**src/design/v3rn_pkg.sv**
```systemverilog
// Shared types and constants for the 3D vector resize pipeline.
package v3rn_pkg;

   localparam int unsigned CompW   = 32;
   localparam int unsigned RootW   = 32;
   localparam int unsigned RemW    = RootW + 2;
   localparam int unsigned ProdW   = 2 * CompW;
   localparam int unsigned NumLane = 3;

   localparam logic [CompW-1:0] PosLimit = 32'h7FFF_FFFF;
   localparam logic [CompW-1:0] NegLimit = 32'h8000_0000;

   // Payload that rides along the square root chain untouched.
   typedef struct packed {
      logic [NumLane-1:0][ProdW-1:0] prod;
      logic [NumLane-1:0]            neg;
   } carry_type;

   // One square root cell's state.
   typedef struct packed {
      logic [ProdW-1:0] sum;
      logic [RemW-1:0]  rem;
      logic [RootW-1:0] root;
      carry_type        carry;
   } sqrt_stage_type;

   // One lane of the quotient chain.
   typedef struct packed {
      logic [CompW-1:0] rem;
      logic [CompW-1:0] quo;
      logic             big;
      logic             neg;
   } div_lane_type;

   // One division cell's state.
   typedef struct packed {
      logic [NumLane-1:0] [$bits(div_lane_type)-1:0] lane;
      logic [RootW-1:0]   len;
   } div_stage_type;

endpackage

```
**src/design/v3rn_sqrt_cell.sv**
```systemverilog
// One cell of the digit-by-digit square root chain: one root bit per cell.
module v3rn_sqrt_cell (
   input  logic                    clock,
   input  logic                    reset,
   input  logic                    en,
   input  logic                    in_valid,
   input  v3rn_pkg::sqrt_stage_type in_data,
   output logic                    out_valid,
   output v3rn_pkg::sqrt_stage_type out_data
);
   import v3rn_pkg::*;

   logic           valid_ff;
   sqrt_stage_type data_ff, data_in;
   logic [RemW-1:0] r2, trial;
   logic            ge;

   // Bring in the next two radicand bits and try the next root bit.
   always_comb begin
      r2    = {in_data.rem[RemW-3:0], in_data.sum[ProdW-1 -: 2]};
      trial = {in_data.root, 2'b01};
      ge    = (r2 >= trial);
      data_in       = in_data;
      data_in.sum   = {in_data.sum[ProdW-3:0], 2'b00};
      data_in.rem   = ge ? (r2 - trial) : r2;
      data_in.root  = {in_data.root[RootW-2:0], ge};
   end

   always_ff @(posedge clock) begin
      if (reset) begin
         valid_ff <= 1'b0;
      end else if (en) begin
         valid_ff <= in_valid;
      end
      if (en) begin
         data_ff <= data_in;
      end
   end

   assign out_valid = valid_ff;
   assign out_data  = data_ff;
endmodule

```
**config.mk**
```make
export PLATFORM = sky130hd
export DESIGN_NAME = v3rn_sqrt_cell
export DESIGN_NICKNAME = d
export VERILOG_FILES = /design/src/design/v3rn_pkg.sv /design/src/design/v3rn_sqrt_cell.sv
export SDC_FILE = /design/constraint.sdc
export NUM_CORES = 1
export LEC_CHECK = 0
export BUFFER_PORTS_ARGS = -buffer_cell sky130_fd_sc_hd__buf_4
export CAP_MARGIN = 25
export CORE_AREA = 2 2 254 256
export CTS_CLUSTER_SIZE = 20
export DETAILED_ROUTE_END_ITERATION = 7
export DIE_AREA = 0 0 256 258
export GPL_ROUTABILITY_DRIVEN = 0
export HOLD_SLACK_MARGIN = 0.03
export PLACE_DENSITY_LB_ADDON = 0.2
export SYNTH_ARGS = -nofsm -noshare
export SYNTH_HDL_FRONTEND = slang
export SYNTH_SLANG_ARGS = --single-unit
```
**constraint.sdc**
```tcl
create_clock -name clock -period 5.72 [get_ports clock]
set_input_delay 1.144 -clock clock [delete_from_list [all_inputs] [get_ports clock]]
set_output_delay 1.144 -clock clock [all_outputs]
set_load 0.1 [all_outputs]
```
; Word-level counts from Yosys, hierarchy flattened
; Cells that the tools add are included.
[totals]
regBits = 324
latch_bits = 0
mem_bits_rw = 0
mem_bits_ro = 0
inputBits = 329
out_inout_bits = 326
elab_cells = 11
mem_count = 0
[classes]
add_sub_neg = 1
multipliers = 0
div = 0
n_lt_le_gt_ge = 1
eq_ne = 0
n_shift = 0
n_mux = 1
bitwise = 0
n_reduce_logical = 0
[ops]
columns = operator, count
row1 = 34-bit >= comparator, 1
row2 = 34-bit two-way mux, 1
row3 = 34-bit subtractor, 1

; Logic depth before layout (Yosys ltp)
[logic_depth]
word_depth = 2
ltp_mapped = 14
depth_no_buf = 12

; Worst setup path before layout
; OpenSTA, ideal clock, no wires.
[synth_path]
path_type = input to register
start = input port in_data[195] in the netlist's numbering
end = register data_ff (netlist bit out_data[229]), data pin
setup_time_ns = 0.260
t_arrival_ns = 3.410
required_time_ns = 5.460
setup_slack_ns = 2.049
stages = 13
path_buffers = 1
cell_sequence = inv_1 ha_1 nand2b_2 a21oi_2 nand2b_4 a21o_1 a21oi_4 a21oi_2 o41ai_4 o21a_4 inv_4 buf_12 mux2_4
[synth_rtl]
columns = item, line_no
row1 = start: declaration, v3rn_sqrt_cell.sv:7  ; input v3rn_pkg::sqrt_stage_type in_data,
row2 = end signal: assignment, v3rn_sqrt_cell.sv:36  ; data_ff <= data_in;
row3 = end: declaration, v3rn_sqrt_cell.sv:14  ; sqrt_stage_type data_ff, data_in;

==> metrics.md <==
| Metric | Value |
|---|---|
| Status | `finished clean` |
| Crit path max-delay family | `compound AO/OA/AOI/OAI gates` |
| PD cells | `397 nW/µm²` |
| Most frequent cells in the layout | `650 x buf_4, 323 x edfxtp_1, 42 x inv_1, 42 x clkbuf_16, 34 x ha_1` |
| Mapped Area | `12400 µm²` |
| CTS tree | `built` |
| Crit-path max FO | `30` |
| Worst path depth | `11` |
| Drt wl/cell | `22.0 µm` |
| IO Count | `655` |
| Vias | `8746` |
| Clk Latency, worst-skew pair | `570 ps` |
| DPL Wire Length | `39300 µm` |
| Vias in the first global route | `8879` |
| Rel. slew slack | `43.6%` |
| Seq/Total Area, Yosys | `78.7%` |
| Synth Register Bits | `324` |
| Post-CTS setup buffers | `0` |
| HP Class | `flop to flop` |
| Gr usage total | `14.3%` |
| Crit-path cells | `buf_4 > inv_1 > ha_1 > nand4_1 > a21oi_1 > a21oi_4 > a21oi_2 > o41ai_4 > o21a_4 > inv_4 > mux2_4` |
| Post-CTS sizing | `0` |
| Synth top area share | `78.5%` |
| Area share of xor/xnor cells in the synthesized design | `1.98%` |
| Layout overhead on the synthesized area | `57.9%` |
| Reg-to-Reg End | `out_valid$_SDFFE_PP0P_` |
| Gr ovfl total | `0` |
| Clk slew on worst S/H paths | `60 ps` |
| Final setup viols | `0` |
| Worst setup startpoint | `in_data[203]` |
| RSZ-0062 raised after global routing | `no` |
| Fin. Hold Viols | `0` |
| Syn_area_per_cell | `18.2 µm²` |
| P_leak | `8.22 nW` |
| Complex-gate fraction of the synthesized area | `6.13%` |
| Crit path to | `out_data[232]$_DFFE_PP_` |
| DR pass1 iterations | `5` |
| IO Port Bufs | `650` |
| Largest area contributor in the netlist | `edfxtp_1` |
| Die width | `256 µm` |
| Core box area | `63600 µm²` |
| Initial cell density of the core | `19.4%` |
| Synth async-reset ratio | `0%` |
| Worst Setup Start Kind | `primary input` |
| Area taken by multi-input logic gates | `2360 µm²` |
| Rows | `93` |
| Kind of critical path | `primary input to flop` |
| CP bufs+invs | `3` |
| Commonest non-fill, non-tap cell in the layout | `buf_4` |
| Ys flop type | `edfxtp_1` |
| R2R depth | `2` |
| Max Root-Sink Buffers | `3` |
| Clock Skew | `0 ps` |
| Tightest Pin Transition | `838 ps` |
| Critical path arrival | `4210 ps` |
| Nets | `1726` |
| Post-route DRC | `0` |
| RR Startpoint | `out_valid$_SDFFE_PP0P_` |
| Period minus WS final | `3920 ps` |
| Die H | `258 µm` |
| Synth Area in Simple Gates | `3.82%` |
| Placed inst area | `18200 µm²` |
| Final Instance Area | `19500 µm²` |
| WP data required | `6020 ps` |
| First-pass GRT wire length | `66900 µm` |
| Clock Tree Root | `clkbuf_16` |
| Mean number of vias per cell | `3.89` |
| Mux cell area share after synthesis | `3.65%` |
| Top cells by area, synth | `edfxtp_1 79%, ha_1 3.4%, mux2_4 3.4%` |
| EDFF count, synth | `323` |
| DIE AREA | `66000 µm²` |
| CTS buffer count | `42` |
| Initial antenna violation count | `17` |
| Mapped Cells | `680` |
| F_max | `255 MHz` |
| Power, Total | `7.74 mW` |
| Fin crit share | `68.5%` |
| Maximum vdd drop | `0.193 mV` |
| WL final | `49500 µm` |
| Worst path max stage delay | `470 ps` |
| Max_cap viols | `0` |
| Layout fillers | `6419` |
| Synth cell types | `61` |
| Clk sinks | `324` |
| Largest net degree at the start of global routing | `126` |
| Reg2reg setup slack | `5130 ps` |
| Max-slew violations | `0` |
| Synth warn | `0` |
| H-tree depth | `2` |
| Remaining antenna violation count | `0` |
| Register area | `9720 µm²` |
| Largest family of logic cells by synthesized area | `compound AO/OA/AOI/OAI gates` |
| Post-synthesis adder-cell area fraction | `3.44%` |
| CP max-delay cell | `inv_4` |
| # hold bufs at CTS | `0` |
| Crit end category | `flop` |
| DR iter-0 viols | `586` |
| HP Start | `out_valid$_SDFFE_PP0P_` |
| Setup TNS | `0 ps` |
| Layout cells sized above 1 | `54.3%` |
==> layout make-up <==
type                            count  share of cell area [%]
Antenna cell                        4                  0.0513
Clock buffer                       50                    5.54
Clock inverter                     22                   0.859
Inverter                           44                   0.859
Multi-Input combinational cell    298                    12.1
Sequential cell                   324                    49.8
Tap cell                          855                    5.48
Timing Repair Buffer              653                    25.3
==> logic make-up after synthesis <==
group / Yosys count
muxes: 31
xor gates and xnor gates: 28
and+or+nand+nor: 97
other: 1
DFF: 324
AOI/OAI and AO/OA: 106
buffers and inverters: 59
adders and majority gates: 34
==> cells in the mapped netlist, types with 3 or more instances <==
cell      count
o31ai_1       3
nand2b_1      5
mux2_4       28
ha_1         34
nand3_1       8
a211oi_1      4
a21oi_1      31
nand4_1       6
buf_12        3
mux2i_1       3
o21ai_1       3
o211ai_1      4
nor3_1        7
o21ai_0      16
xnor2_1      16
nand2_1      30
nor4_1        3
clkbuf_1      8
xor2_1       12
or3_1         5
nor2_1       23
inv_1        42
a21o_1       11
edfxtp_1    323
o21bai_1      6
==> how the worst min path moves through the flow <==
| stage | end | slack (ps) | depth (start not counted) |
|---|---|---|---|
| floorplan | out_valid$_SDFFE_PP0P_ | 970 | 2 |
| global placement | out_valid$_SDFFE_PP0P_ | 490 | 2 |
| detailed placement | out_valid$_SDFFE_PP0P_ | 490 | 2 |
| CTS | out_valid$_SDFFE_PP0P_ | 510 | 2 |
| global route | out_valid$_SDFFE_PP0P_ | 530 | 2 |
| finish | out_valid$_SDFFE_PP0P_ | 500 | 2 |
==> state kept, by name (all words and copies together) (netlist names) <==
register,cells
out_data,323
out_valid,1
==> stage by stage <==
step | std cells | utilization (%) | setup WS, ps | hold slack (ps)
finish | 2250 | 30.6 | 1800 | 501
detailed placement | 2174 | 28.7 | 1220 | 490
floorplan | 681 | - | 2050 | 971
CTS | 2246 | 30.6 | 1820 | 507
global route | 2249 | 30.6 | 1600 | 530
global placement | 2174 | 28.7 | 1230 | 490
==> layer usage <==
| layer | up-vias | global-route usage (%) | wire length (µm) |
|---|---|---|---|
| met5 | - | 0 | 177 |
| met4 | 26 | 4.76 | 1350 |
| met3 | 89 | 6.16 | 4630 |
| met2 | 385 | 26.2 | 26400 |
| met1 | 4254 | 14.4 | 17000 |
| li1 | 3992 | - | - |
==> worst register-to-register path, delay by kind of cell (launching register included) <==
family | cells | cell delay (ps)
flops | 1 | 310
mux | 1 | 130
simple gates | 1 | 50
==> where the power goes <==
group / switching, mW / total, mW / leakage [nW] / internal [mW]
registers: 0.0610 / 2.91 / 3.17 / 2.85
logic: 1.86 / 2.40 / 4.44 / 0.541
clock network: 1.06 / 2.43 / 0.609 / 1.36
(Power assumes the default switching activity.)
