==> config.mk <==
export PLATFORM = sky130hd
export DESIGN_NAME = v3rn_div_cell
export DESIGN_NICKNAME = d
export VERILOG_FILES = /design/src/design/v3rn_pkg.sv /design/src/design/v3rn_div_cell.sv
export SDC_FILE = /design/constraint.sdc
export NUM_CORES = 1
export LEC_CHECK = 0
export BUFFER_PORTS_ARGS = -buffer_cell sky130_fd_sc_hd__buf_2
export CORE_MARGIN = 2
export CORE_UTILIZATION = 40
export DETAILED_ROUTE_END_ITERATION = 8
export GPL_TIMING_DRIVEN = 0
export PLACE_DENSITY = 0.66
export SLEW_MARGIN = 10
export SYNTH_ARGS = -nofsm -noshare
export SYNTH_HDL_FRONTEND = slang
export SYNTH_SLANG_ARGS = --single-unit
==> constraint.sdc <==
create_clock -name clock -period 4.2 [get_ports clock]
set_input_delay 0.84 -clock clock [delete_from_list [all_inputs] [get_ports clock]]
set_output_delay 0.84 -clock clock [all_outputs]
set_load 0.02 [all_outputs]
==> src/design/v3rn_pkg.sv <==
// Shared types and constants for the 3D vector resize pipeline.
package v3rn_pkg;

   localparam int unsigned CompW   = 32;
   localparam int unsigned RootW   = 32;
   localparam int unsigned RemW    = RootW + 2;
   localparam int unsigned ProdW   = 2 * CompW;
   localparam int unsigned NumLane = 3;

   localparam logic [CompW-1:0] PosLimit = 32'h7FFF_FFFF;
   localparam logic [CompW-1:0] NegLimit = 32'h8000_0000;

   // Payload that rides along the square root chain untouched.
   typedef struct packed {
      logic [NumLane-1:0][ProdW-1:0] prod;
      logic [NumLane-1:0]            neg;
   } carry_type;

   // One square root cell's state.
   typedef struct packed {
      logic [ProdW-1:0] sum;
      logic [RemW-1:0]  rem;
      logic [RootW-1:0] root;
      carry_type        carry;
   } sqrt_stage_type;

   // One lane of the quotient chain.
   typedef struct packed {
      logic [CompW-1:0] rem;
      logic [CompW-1:0] quo;
      logic             big;
      logic             neg;
   } div_lane_type;

   // One division cell's state.
   typedef struct packed {
      logic [NumLane-1:0] [$bits(div_lane_type)-1:0] lane;
      logic [RootW-1:0]   len;
   } div_stage_type;

endpackage

==> src/design/v3rn_div_cell.sv <==
// One cell of the restoring division chain: one quotient bit per lane per cell.
module v3rn_div_cell (
   input  logic                   clock,
   input  logic                   reset,
   input  logic                   en,
   input  logic                   in_valid,
   input  v3rn_pkg::div_stage_type in_data,
   output logic                   out_valid,
   output v3rn_pkg::div_stage_type out_data
);
   import v3rn_pkg::*;

   logic          valid_ff;
   div_stage_type data_ff, data_in;
   div_lane_type  li, lo;
   logic [CompW:0] r2;
   logic           ge;

   // Shift one dividend bit into each partial remainder and subtract if it fits.
   always_comb begin
      data_in = in_data;
      li = '0;
      lo = '0;
      r2 = '0;
      ge = 1'b0;
      for (int i = 0; i < NumLane; i++) begin
         li = div_lane_type'(in_data.lane[i]);
         r2 = {li.rem, li.quo[CompW-1]};
         ge = (r2 >= {1'b0, in_data.len});
         lo = li;
         lo.rem = ge ? CompW'(r2 - {1'b0, in_data.len}) : r2[CompW-1:0];
         lo.quo = {li.quo[CompW-2:0], ge};
         data_in.lane[i] = lo;
      end
   end

   always_ff @(posedge clock) begin
      if (reset) begin
         valid_ff <= 1'b0;
      end else if (en) begin
         valid_ff <= in_valid;
      end
      if (en) begin
         data_ff <= data_in;
      end
   end

   assign out_valid = valid_ff;
   assign out_data  = data_ff;
endmodule

[Word-level counts from Yosys, hierarchy flattened]
Index checks and enable logic that the tools add are counted.
Word-level totals
  bits in registers: 231
  word-level logic and storage cells: 14
  bits in latches: 0
  memories: 0
  memory bits (read-only): 0
  input bits: 234
  RAM bits: 0
Operators by class
  multiplexer cells: 3
  reduce and logical (&&, ||, !) cells: 0
  magnitude comparators: 3
  shift-type cells: 0
  bitwise operators: 0
  div/mod/pow operators: 0
  multiply operators: 0
  eq/ne operators: 0
  add/sub/neg operators: 3
Operator list (count)
  $ge A33 B32 Y1: 3
  $mux W32: 3
  $sub A32 B32 Y32: 3

[Depth between registers and ports, before layout]
Gate-level depths: netlist of the first run.
  word-level depth: 2
  mapped depth: 13
  mapped depth without buffers: 11

[Least setup slack after synthesis of the first run]
Ideal clock, no wire load.
  path kind: input -> register
  from: in in_data[3] (netlist name)
  to: reg data_ff, in the netlist out_data[208] (data pin)
  setup slack: 0.884 ns
  required time: 3.940 ns
  path buffers: 1
  setup time: 0.260 ns
  stages: 11
  arrival time: 3.056 ns
  path through: inv_1 > ha_1 > and3_1 > o21a_1 > o31a_1 > o31a_1 > a21bo_1 > o41ai_2 > inv_2 > buf_6 > mux2_4
RTL lines
  start: declaration: RTL line v3rn_div_cell.sv:7  | input v3rn_pkg::div_stage_type in_data,
  end signal: assignment: RTL line v3rn_div_cell.sv:44  | data_ff <= data_in;
  end: declaration: RTL line v3rn_div_cell.sv:14  | div_stage_type data_ff, data_in;

==> results.txt, run 1 <==
* Outcome: completed
- CTS built an H-tree with a depth of 1.
* Achievable frequency: 271 MHz
- Die area: 0.0357 sq mm
* Sequential fraction of design power: 40.0%
- CTS placed an instance of clkbuf_16 at the clock tree root.
* Area grow syn2layout: 28.1%
- The floorplan has 67 rows.
* Setup violators final: 0
- Required @ worst endpoint: 4.47 ns
* Routed wire length: 49000 microns
- Most frequent cells in the layout: buf_2 (478), edfxtp_1 (230), a21oi_1 (126)
- Cell count after synthesis: 1290
* Critical path endpoint category: flop
- The final max-slew violation count came to 0.
- Maximum number of pins on one net before global-route repair: between 100 and 150
* Routed wire length per instance: between 20 and 25 microns
* Path class of the lowest-slack min-delay path: primary input to flop
* Net switching power figure: approximately 0.0023 W
* Antenna viol nets, final: 0
- The signal on the critical path passes through buf_2 -> inv_1 -> ha_1 -> nand3_1 -> nor2_1 -> a21oi_1 -> o21ai_0 -> o21ai_1 -> o21ba_2 -> buf_2 -> clkbuf_1 -> nand2_1 -> o21ai_0.
- The final number of hold-violating endpoints was 0.
- Die width: 189 microns
- Global placer's final weighted congestion: a little over 0.9
- Smallest hold slack: 0.448 ns
- GRT Residual Overflow: 0
- The setup check on the worst reg-to-reg path leaves a slack of 3.62 ns.
- Pleak: 7.69 nW
- Post-CTS Setup Repair Bufs: 0
- The post-route netlist has 30.8% of its cells at a drive strength greater than 1.
- The worst path in the final design needs a cycle of 3.70 ns, including I/O delays and setup.
* Global Route Usage Sum: 26.0%
- Number of antenna violations at the first check in global routing: 11
- For the worst setup path, the data arrival time is slightly below 4 ns.
- Via Count: between 10k and 15k
- Worst voltage drop across the vdd grid: 0.274 mV
- Number of synthesized flops with an enable pin: 230
- Summed over all nets, the half-perimeter wirelength after detailed placement is 39800 microns.
* FFs w/ async S/R, synth: 0%
- Maximum buffer depth of the clock tree: 3
* Total of hold buffers inserted after clock tree synthesis: 0
- In the synthesized netlist the dominant register cell turns out to be edfxtp_1.
- Once the floorplan was initialized, standard cells occupied 40.7% of the core.
* Wire length of the first global-routing pass: 69700 microns
- On the critical path, the stage with the largest delay is an instance of o21ai_0.
* Combinational share of power: 28.0%
- Period utilisation layout: 88.0%
* Number of distinct library cells after synthesis: 75
- In this run the worst path has a maximum fanout of 10.
- Vias/cell: 5.41
* CTS clock-pin slew for the worst setup and hold paths: 0.06 ns
- Syn_nets: 1623
- Total internal power: 0.00499 W
- Class of the most critical setup path: primary input to flop
- CTS tree: done
- The pre-antenna-repair detailed-routing pass consisted of 5 iterations.
- STA classifies the critical path startpoint as a primary input.
* Setup skew after layout: 0 ns
- Headroom to the max-slew limit: 53.0%
* IO Count: 465
- Largest stage delay, worst path: 0.51 ns
- Total DRC errors in the routed layout: 0
- Sequential element share of the synthesized area: 50.6%
- In this run, the number of DRC markers left after iteration 0 of detailed routing was 702.
- Die height: 189 microns
* Num CTS Buffers: 26
* Total number of nets in the final design: roughly 2.1k
* Post-Synthesis Cell Area: 0.0137 sq mm
* Flops & latches, synth: 231
- Dividing the synthesized area by the synthesized cell count gives 10.6 sq um.
- Slew @ Worst Pin: 0.701 ns
* # resized after CTS: 0
- PD cells: 418 mW/mm^2
- Leaving out fill and tap cells, the most frequent cell in the layout is buf_2.
- Unrepaired setup endpoints after global routing: no
- Clock Sinks: 231
- In this run switching power makes up roughly a third of total power.
- Port buffer count: 464
- Number of global-route vias before repair: 11.7k
* Clock latency on the worst-skew pair: 0.54 ns
- Number of max-capacitance violations reported: 0
- For this run, the number of Yosys warnings is 0.
* Part of the power in the clock network: 32.0%
- Cells fill 52.1% of the core in the end.
- Area of the core: 0.0336 sq mm
[Yosys cell counts (10+ instances only)]
library cell / count / area (sq um)
o21bai_1: 13 / 97.6
o21a_1: 17 / 128
nor3_1: 20 / 100
buf_2: 15 / 75.1
xnor2_1: 39 / 342
ha_1: 96 / 1200
clkbuf_1: 30 / 113
a21o_1: 44 / 330
a21oi_1: 126 / 631
nor2_1: 109 / 409
edfxtp_1: 230 / 6910
o31ai_1: 11 / 82.6
nand2b_1: 12 / 75.1
nand2_1: 106 / 398
nand4_1: 23 / 144
and3_1: 10 / 62.6
o21ai_0: 97 / 485
nand3_1: 22 / 110
inv_1: 66 / 248
nor2b_1: 13 / 81.3
a31oi_1: 17 / 106
xor2_1: 31 / 272
[flip-flops by register name, indices dropped and copies added (netlist names)]
name	flops
out_valid	1
out_data	230
[cell type report]
class                      instances  area (sq um)
fill                            3057         16100
sequential                       231          6930
multi-input combinational        941          6270
timing repair buffer             466          2390
clock buffer                      31           669
tap                              448           561
inverter                          67           251
buffer                            51           240
clock inverter                    16           206
antenna                            7          17.5
[path summary, 6_finish.rpt]
kind | from | endpoint | cells past startpoint
hold / removal | reset | out_valid$_SDFFE_PP0P_ | 2
hold reg to reg | out_valid$_SDFFE_PP0P_ | out_valid$_SDFFE_PP0P_ | 2
setup / recovery | in_data[6] | out_data[97]$_DFFE_PP_ | 13
setup reg to reg | out_valid$_SDFFE_PP0P_ | out_valid$_SDFFE_PP0P_ | 2
[power by group through the flow]
stage / sequential (W) / clock (W) / combinational (W)
finish: 0.00293 / 0.00234 / 0.00205
global route: 0.00295 / 0.00247 / 0.00221
CTS: 0.00293 / 0.00239 / 0.00205
detailed placement: 0.00297 / 0 / 0.00204
global placement: 0.00299 / 0 / 0.00202
floorplan: 0.00333 / 0 / 0.000927
[critical path: cells and delay by family]
family | cells | cell delay [ns]
AO/OA/AOI/OAI | 5 | 1.39
adder cells (fa/ha/maj) | 1 | 0.40
buffers and inverters | 4 | 0.70
AND/OR/NAND/NOR | 3 | 0.61
[cells by family (layout without fill, tap and decap cells)]
logic type	Yosys count	after routing	share of synthesized area [%]
xor+xnor	70	70	4.48
simple gates	350	350	11.8
fa+ha+maj	99	99	9.21
compound gates	405	405	18.8
mux	17	17	1.50
other cells	0	7	0
flops	231	231	50.6
buf+inv	118	631	3.59
[per-stage QoR]
step / power (W) / instance area [sq um] / std cells / setup slack [ns] / setup TNS, ns
after global routing: 0.00764 / 17500 / 2252 / 0.293 / 0
final: 0.00733 / 17500 / 2258 / 0.503 / 0
after detailed placement: 0.00501 / 16600 / 2204 / -0.0000155 / -0.0000155
after global placement: 0.00501 / 16600 / 2202 / -0.964 / -206.62
after CTS: 0.00738 / 17500 / 2251 / 0.568 / 0
after floorplan: 0.00425 / 13700 / 1290 / 0.884 / 0
[metal layers]
layer	share of wire, %	vias up	track usage, %
met5	0.18	-	0
met4	4.1	14	10.4
met3	7.4	101	5.41
met2	50	457	46.8
met1	38	5804	30.0
li1	-	5841	-
(Power assumes the default switching activity.)
==> run 2, diff against run 1 <==
--- a/config.mk
+++ b/config.mk
@@ -5,12 +5,12 @@
 export SDC_FILE = /design/constraint.sdc
 export NUM_CORES = 1
 export LEC_CHECK = 0
+export ABC_AREA = 1
 export BUFFER_PORTS_ARGS = -buffer_cell sky130_fd_sc_hd__buf_2
 export CORE_MARGIN = 2
 export CORE_UTILIZATION = 40
 export DETAILED_ROUTE_END_ITERATION = 8
 export GPL_TIMING_DRIVEN = 0
-export PLACE_DENSITY = 0.66
 export SLEW_MARGIN = 10
 export SYNTH_ARGS = -nofsm -noshare
 export SYNTH_HDL_FRONTEND = slang
==> run 2 against run 1 <==
First-iteration DRC count rose by 24%. Routed wire length increased by 22%. Maximum frequency is 32% higher. Count of clock-buffer cells in the layout rose by 1. Combinational power rose by 8%. Global-route usage grew 1.9 points. Utilization down 1.5 points. Worst hold slack worse by 0.0088 ns. Via count is 25% higher. Final cell count up 41%. Clock power grew 6%. Critical endpoint is now out_data[82]$_DFFE_PP_. Largest cell class is now multi-input gates. Largest power group unchanged.
==> results.txt, run 2 <==
- Outcome: completed
- Achievable frequency: 358 MHz (+32%)
- Path class of the lowest-slack min-delay path: primary input to flop
- Sequential standard cell area: 0.00693 sq mm (unchanged)
- The number of flip-flops under the largest register name is 230 (unchanged).
- Setup repair after global routing left no endpoint under its margin.
* Post-Synthesis Cell Area: 0.0162 sq mm (+18%)
* Period utilisation layout: 66.5% (-21 points)
* Post-CTS Setup Repair Bufs: 0 (unchanged)
- The final worst hold slack was 0.439 ns (-0.00877 ns).
- The total DRC errors in the routed layout came to 0 (unchanged).
- CTS clock-pin slew for the worst setup and hold paths: 0.06 ns (about the same)
- The hold-fix buffer count after cts is 0 (unchanged).
- Area grow syn2layout: 24.7%
- The largest individual stage delay along the critical path comes from the cell ha_1.
- STA classifies the critical path endpoint as a flop.
- The average footprint of a synthesized cell was 7.57 sq um (-29%).
* Startpoint kind of the worst setup timing path: primary input
- The synthesized instance count came to 2136 (+66%).
- The setup total negative slack is 0 ns (unchanged).
- The signal on the critical path passes through buf_2 -> inv_1 -> ha_1 -> nand2_1 -> nor2_2 -> nand2_1 -> inv_2 -> nand3_1 -> nor3_2 -> nor2_4 -> buf_2 -> nand3_1 -> nand2_1.
* Global Route Usage Sum: 27.9% (+1.9 points)
- Tracing the worst setup path back leads to its startpoint at in_data[20].
* Routed wire length per instance: 18.8 microns (-13%)
- The largest net degree at the start of global routing was 108 (+3.8%).
* Area of the multi-input gates: 0.00752 sq mm (+20%)
* Pleak: 10.9 nW (+42%)
- Die area: 0.0420 sq mm (+18%)
- Global placer's final weighted congestion: 0.957 (+3.3%)
- Post-synth top area cell: edfxtp_1
- PD cells: 378 mW/mm^2 (-9.6%)
- The width of the die is 205 microns (+8.5%).
- The count of flip-flops with a built-in enable after synthesis was 230 (unchanged).
- The library cell used most frequently in the layout, excluding fill and tap cells, is nand2_1.
- Flops & latches, synth: 231 (unchanged)
- GRT Residual Overflow: 0 (unchanged)
- Leaving out fill and tap cells, the most frequent cells in the layout are nand2_1 (851), buf_2 (482), inv_1 (397).
* Syn_nets: 2469 (+52%)
- CP max FO: 10 (unchanged)
- The total power consumption of the routed design came to 0.00761 W (+3.9%).
* Sequential element share of the synthesized area: 42.9% (-7.7 points)
- The clock latency reported for the late side of the worst-skew pair is 0.55 ns (about the same).
- The number of antenna violations at the first check in global routing came to 11 (unchanged).
- The number of standard-cell rows in the floorplan came to 73 (+9.0%).
* Setup skew after layout: 0 ns (unchanged)
* Number of buffer and inverter instances along the worst setup path: 4 (unchanged)
* Class of the most critical setup path: primary input to flop
- Yosys top cell area share: 42.7% (-7.7 points)
* Die height: 205 microns (+8.5%)
- DP Wirelength: 49600 microns (+25%)
- The detail-routed via count per cell came to 4.81 (-11%).
- Among all cell types in the netlist, the one instantiated most often is nand2_1.
- The number of design-rule violations left by the first detailed-router iteration is 873 (+24%).
- The post-cts sizing count came to 0 (unchanged).
* Top post-synthesis cells by count: nand2_1 (851), inv_1 (397), edfxtp_1 (230), nand3_1 (162), nor2_1 (110)
* Leading post-synthesis cells by cell area: edfxtp_1 (43%), nand2_1 (20%), inv_1 (9.2%)
- The number of sinks on the clock net came to 231 (unchanged).
* Finished Layout Cells: 3182 (+41%)
- Arrival time at the worst endpoint: 3.09 ns (-0.88 ns)
* Number of distinct library cells after synthesis: 33 (-56%)
- Post-route minimum period: 2.79 ns (-0.902 ns)
- Total number of nets in the final design: 2963 (+40%)
- The delay contributed by the slowest stage of the critical path is 0.45 ns (-0.06 ns).
- The number of detailed-routing iterations run before antenna repair is 5 (unchanged).
- The final-layout fill cell count came to 4053 (+33%).
- The core occupancy in the finished layout was 50.6% (-1.5 points).
* Number of failing hold endpoints at the final stage: 0 (unchanged)
- Num CTS Buffers: 26 (unchanged)
- Cell with the most instances on the worst path: nand2_1
* Number of H-tree levels: 1 (unchanged)
* Worst voltage drop across the vdd grid: 0.294 mV (+7.2%)
- The placeable core area came to 0.0398 sq mm (+18%).
* Number of max-capacitance violations reported: 0 (unchanged)
- Routed wire length: 59900 microns (+22%)
* Wire length of the first global-routing pass: 86500 microns (+24%)
* Number of global-route vias before repair: 14.6k (+25%)
- The slew at the pin closest to its max-slew limit came to 0.632 ns (-0.0691 ns).
- Port buffer count: 464 (unchanged)
* Initial core utilization: 40.6% (-0.14 points)
- Largest delay contributor family on the critical path: simple AND/OR/NAND/NOR gates
* Antenna viol nets, final: 0 (unchanged)
- Pins Over Slew Limit: 0 (unchanged)
- Required @ worst endpoint: 4.50 ns (+0.03 ns)
* CTS tree: done
* Setup violators final: 0 (unchanged)
- The max-slew headroom at the worst pin came to 57.9% (+4.9 points).
- The buffer depth of the longest clock path is 3 (unchanged).
- The proportion of layout cells with a drive suffix above 1 was 23.0% (-7.8 points).
- For this run, the leading register cell type out of synthesis is edfxtp_1.
- IO Count: 465 (unchanged)
- Reg2Reg Launch Point: out_valid$_SDFFE_PP0P_
- In this run the most critical hold path is launched from reset.
- Via Count: 15.3k (+25%)
* CTS root buf: clkbuf_16
- FFs w/ async S/R, synth: 0% (unchanged)
* Placed instance count: 3127 (+42%)
- The number of warning messages in the yosys log is 0 (unchanged).
==> run 2: kinds of logic after synthesis <==
kind of cell | synth area share [%]
and+or+nand+nor | 34.1
buffers and inverters | 10.6
DFF | 42.9
adders and majority gates | 7.80
AOI/OAI and AO/OA | 2.25
xor gates and xnor gates | 2.28
muxes | 0.0619
==> run 2: report_power, final <==
group | switching [W] | internal, W
Combinational | 0.00151 | 0.000707
Sequential | 0.0000587 | 0.00285
Clock | 0.000968 | 0.00152
Total | 0.00254 | 0.00507
==> run 2: cell type report <==
| cell class | instances | share of cell area (%) |
|---|---|---|
| repair buffers | 466 | 11.8 |
| inverters | 399 | 7.43 |
| plain buffers | 28 | 1.07 |
| well taps | 525 | 3.26 |
| clock buffers | 32 | 3.34 |
| diodes | 7 | 0.0869 |
| flip-flops and latches | 231 | 34.4 |
| clock inverters | 16 | 1.30 |
| multi-input cells | 1478 | 37.3 |
==> run 2: routing by layer <==
metal  vias to the layer above  routed length (microns)  share of wire [%]  GRT usage, %
li1                       7714                        -                  -             -
met1                      6969                    24800                 41          33.9
met2                       492                    28000                 47          47.1
met3                       126                     4090                6.8          5.76
met4                        10                     2980                5.0          13.3
met5                         -                       83               0.14             0
==> run 2: path summary, 6_finish.rpt <==
path	end	slack, ns	cells past startpoint
min	out_valid$_SDFFE_PP0P_	0.44	2
min reg2reg	out_valid$_SDFFE_PP0P_	0.50	2
max	out_data[82]$_DFFE_PP_	1.41	13
max reg2reg	out_valid$_SDFFE_PP0P_	3.62	2
==> run 2: metrics by stage <==
step	cell area, sq um	setup slack, ns
after floorplan	16200	1.69
after global placement	19100	-0.936
after detailed placement	19200	0.786
after CTS	20100	1.36
after global routing	20200	1.28
final	20200	1.41
==> run 3, diff against run 2 <==
--- a/config.mk
+++ b/config.mk
@@ -11,6 +11,7 @@
 export CORE_UTILIZATION = 40
 export DETAILED_ROUTE_END_ITERATION = 8
 export GPL_TIMING_DRIVEN = 0
+export PLACE_DENSITY = 0.67
 export SLEW_MARGIN = 10
 export SYNTH_ARGS = -nofsm -noshare
 export SYNTH_HDL_FRONTEND = slang
==> constraint.sdc (replaced) <==
create_clock -name clock -period 2.4 [get_ports clock]
set_input_delay 0.48 -clock clock [delete_from_list [all_inputs] [get_ports clock]]
set_output_delay 0.48 -clock clock [all_outputs]
set_load 0.02 [all_outputs]
==> run 3 against run 2 <==
Non-clock buffer count rose by 6. Routed wire length rose by 2.8%. Cell area rose by 0.53%. Register-to-register slack got worse by 1.8 ns. Sequential share of layout area fell by 0.18 points. Worst setup slack got worse by 1.4 ns. Clock power rose by 63%. Count of clock-buffer cells in the layout fell by 5. Utilization rose by 0.27 points. Via count rose by 1.6%. First-iteration DRC count rose by 25%. Die area did not move. Critical path type unchanged. Largest cell class unchanged. Largest power group unchanged. Highest routed layer unchanged.
==> results.txt, run 3 (same netlist as run 2, synthesis figures left out) <==
- Period utilisation layout: between 90% and 100%
* Class of the most critical setup path: primary input to flop
- Num CTS Buffers: 27 (+3.8%)
- Worst voltage drop across the vdd grid: 0.537 mV (+83%)
- RR Endpoint: out_valid$_SDFFE_PP0P_
* Detailed Routing Iterations Pass 1: 5 (unchanged)
- Number of flip-flops under the largest register name: 230 (unchanged)
- The met3 layer usage reported by global route is 4.74% (-1.0 points).
- Endpoint, Worst Hold: out_valid$_SDFFE_PP0P_
* CTS clock-pin slew for the worst setup and hold paths: 0.06 ns (about the same)
* Clock Sinks: 231 (unchanged)
- Antenna viol nets, final: 0 (unchanged)
- The final worst hold slack was 0.0690 ns (-0.370 ns).
- The worst reg-to-reg path cell count is 2 (unchanged).
- The routed wire length per instance was 19.3 microns (+2.5%).
- Slew @ Worst Pin: 0.645 ns (+0.0132 ns)
- The width of the die came to 205 microns (unchanged).
- Number of H-tree levels: 1 (unchanged)
- CTS root buf: clkbuf_16
- GRT Residual Overflow: 0 (unchanged)
* Number of antenna violations at the first check in global routing: 13 (+2)
- The proportion of layout cells with a drive suffix above 1 is 23.9% (+0.87 points).
- Setup skew after layout: 0 ns (unchanged)
- The met2 usage in global routing came to 48.2% (+1.1 points).
- Post-route minimum period: between 2 and 2.5 ns
* Number of failing hold endpoints at the final stage: 0 (unchanged)
* Path class of the lowest-slack min-delay path: primary input to flop
- The met1 layer usage reported by global route came to 34.7% (+0.79 points).
* Outcome: completed
- Maximum number of pins on one net before global-route repair: 112 (+3.7%)
* Required @ worst endpoint: 2.69 ns (-1.81 ns)
- Cell count of the worst hold path: 2 (unchanged)
- The clock latency reported for the late side of the worst-skew pair came to 0.56 ns (about the same).
- Setup violators final: 0 (unchanged)
- Total DRC errors in the routed layout: 0 (unchanged)
- In the layout the commonest cells are nand2_1 (851), buf_2 (482), inv_1 (393).
* Row count: 73 (unchanged)
* Filler Cell Count: 3991 (-1.5%)
- Relative to the synthesized area, the layout overhead comes to 25.4%.
- The leakage power summed over all cells is 10.9 nW (-0.13%).
* Port buffer count: 464 (unchanged)
- PD cells: 646 mW/mm^2 (+71%)
* Commonest non-fill, non-tap cell in the layout: nand2_1
- The core occupancy in the finished layout is 50.9% (+0.27 points).
* Maximum buffer depth of the clock tree: 3 (unchanged)
- Number of max-capacitance violations reported: 0 (unchanged)
- The detail-routed via count per cell came to 4.87 (+1.3%).
* Arrival time at the worst endpoint: 2.66 ns (-0.43 ns)
- The worst register-to-register path begins at out_valid$_SDFFE_PP0P_.
- Number of global-route vias before repair: 14.5k (-0.93%)
- The hold-fix buffer count after cts is 0 (unchanged).
- The die height was 205 microns (unchanged).
- The via count was 15.6k (+1.6%).
- Global Route Usage Sum: 28.1% (+0.19 points)
- Pins Over Slew Limit: 0 (unchanged)
- Headroom to the max-slew limit: 57.0% (-0.88 points)
* CTS tree: done
- The I/O pin count is 465 (unchanged).
- The worst setup path is launched from a primary input.
- Initial core utilization: 40.6% (unchanged)
- Layer with the highest usage after global routing: met2
- Achievable frequency: between 400 and 500 MHz
- The total power consumption of the routed design is 0.0131 W (+72%).
- The number of design-rule violations left by the first detailed-router iteration is 1089 (+25%).
- The number of nets in the layout came to 2970 (+0.24%).
- CP max FO: 10 (unchanged)
* DP Wirelength: 50500 microns (+1.9%)
- The worst setup slack for register-to-register paths came to 1.79 ns (-1.83 ns).
- The placeable core area was 0.0398 sq mm (unchanged).
- The routed wire length is 61600 microns (+2.8%).
- STA classifies the critical path endpoint as a flop.
* Global placer's final weighted congestion: 0.981 (+2.5%)
* Wire length of the first global-routing pass: 87000 microns (+0.63%)
- Setup repair after global routing could not meet its margin everywhere.
- Die area: 0.0420 sq mm (unchanged)
- Origin of the worst min-delay path: reset
[run 3: cell types whose count changed in the layout (fill, tap and decap cells not counted), moves of 3 or more]
| cell | before | now |
|---|---|---|
| clkinvlp_4 | 2 | 11 |
| ha_4 | 0 | 5 |
| clkbuf_1 | 6 | 0 |
| diode_2 | 7 | 10 |
| inv_1 | 397 | 393 |
| buf_4 | 0 | 4 |
| ha_1 | 96 | 88 |
| inv_6 | 0 | 5 |
| ha_2 | 0 | 3 |
| bufinv_16 | 6 | 1 |
| clkinv_1 | 2 | 5 |
[run 3: how the worst max path moves through the flow]
stage                            from                       to
after floorplan            in_data[4]  out_data[220]$_DFFE_PP_
after global placement             en   out_valid$_SDFFE_PP0P_
after detailed placement  in_data[15]  out_data[205]$_DFFE_PP_
after CTS                 in_data[15]  out_data[205]$_DFFE_PP_
after global routing      in_data[15]  out_data[205]$_DFFE_PP_
final                     in_data[15]  out_data[205]$_DFFE_PP_
[run 3: worst max-delay path, cell delays in order]
cell,delay [ns]
buf_2,0.18
clkinvlp_4,0.13
buf_12,0.15
ha_1,0.34
nand2_1,0.12
nor2_2,0.21
nand2_1,0.11
nor2_1,0.23
nand2_1,0.11
nand3_2,0.10
nor2_4,0.07
buf_2,0.21
nand3_1,0.10
nand2_1,0.10
[run 3: timing repair]
item,CTS,global route
resized for setup,0,16
endpoints found under the setup margin,0,65
setup buffers,0,6
[run 3: stage by stage]
step	instances	setup TNS [ns]	cell area (sq um)	worst slack (ns)
final	3193	0	20300	0.0356
after global placement	3125	-584.49	19100	-2.39
after floorplan	2136	0	16200	0.247
after CTS	3177	0	20100	0.0181
after detailed placement	3127	-44.53	19200	-0.579
after global routing	3188	-0.0128	20300	-0.0117
[run 3: report_power, final]
group / internal, W / total, W / switching (W)
Combinational: 0.00126 / 0.00395 / 0.00268
Sequential: 0.00499 / 0.00511 / 0.000118
Clock: 0.00221 / 0.00404 / 0.00183
[run 3: layout make-up]
class / instances / area, sq um / share of cell area (%)
antenna: 10 / 25.0 / 0.123
buffer: 28 / 216 / 1.07
clock buffer: 27 / 676 / 3.33
clock inverter: 23 / 193 / 0.951
inverter: 399 / 1510 / 7.46
multi-input combinational: 1478 / 7600 / 37.5
sequential: 231 / 6930 / 34.2
tap: 525 / 657 / 3.24
timing repair buffer: 472 / 2460 / 12.1
[run 3: metal layers]
layer	up-vias	part of all wire [%]
li1	7738	-
met1	7127	41
met2	569	48
met3	119	6.9
met4	8	4.3
met5	-	0.093
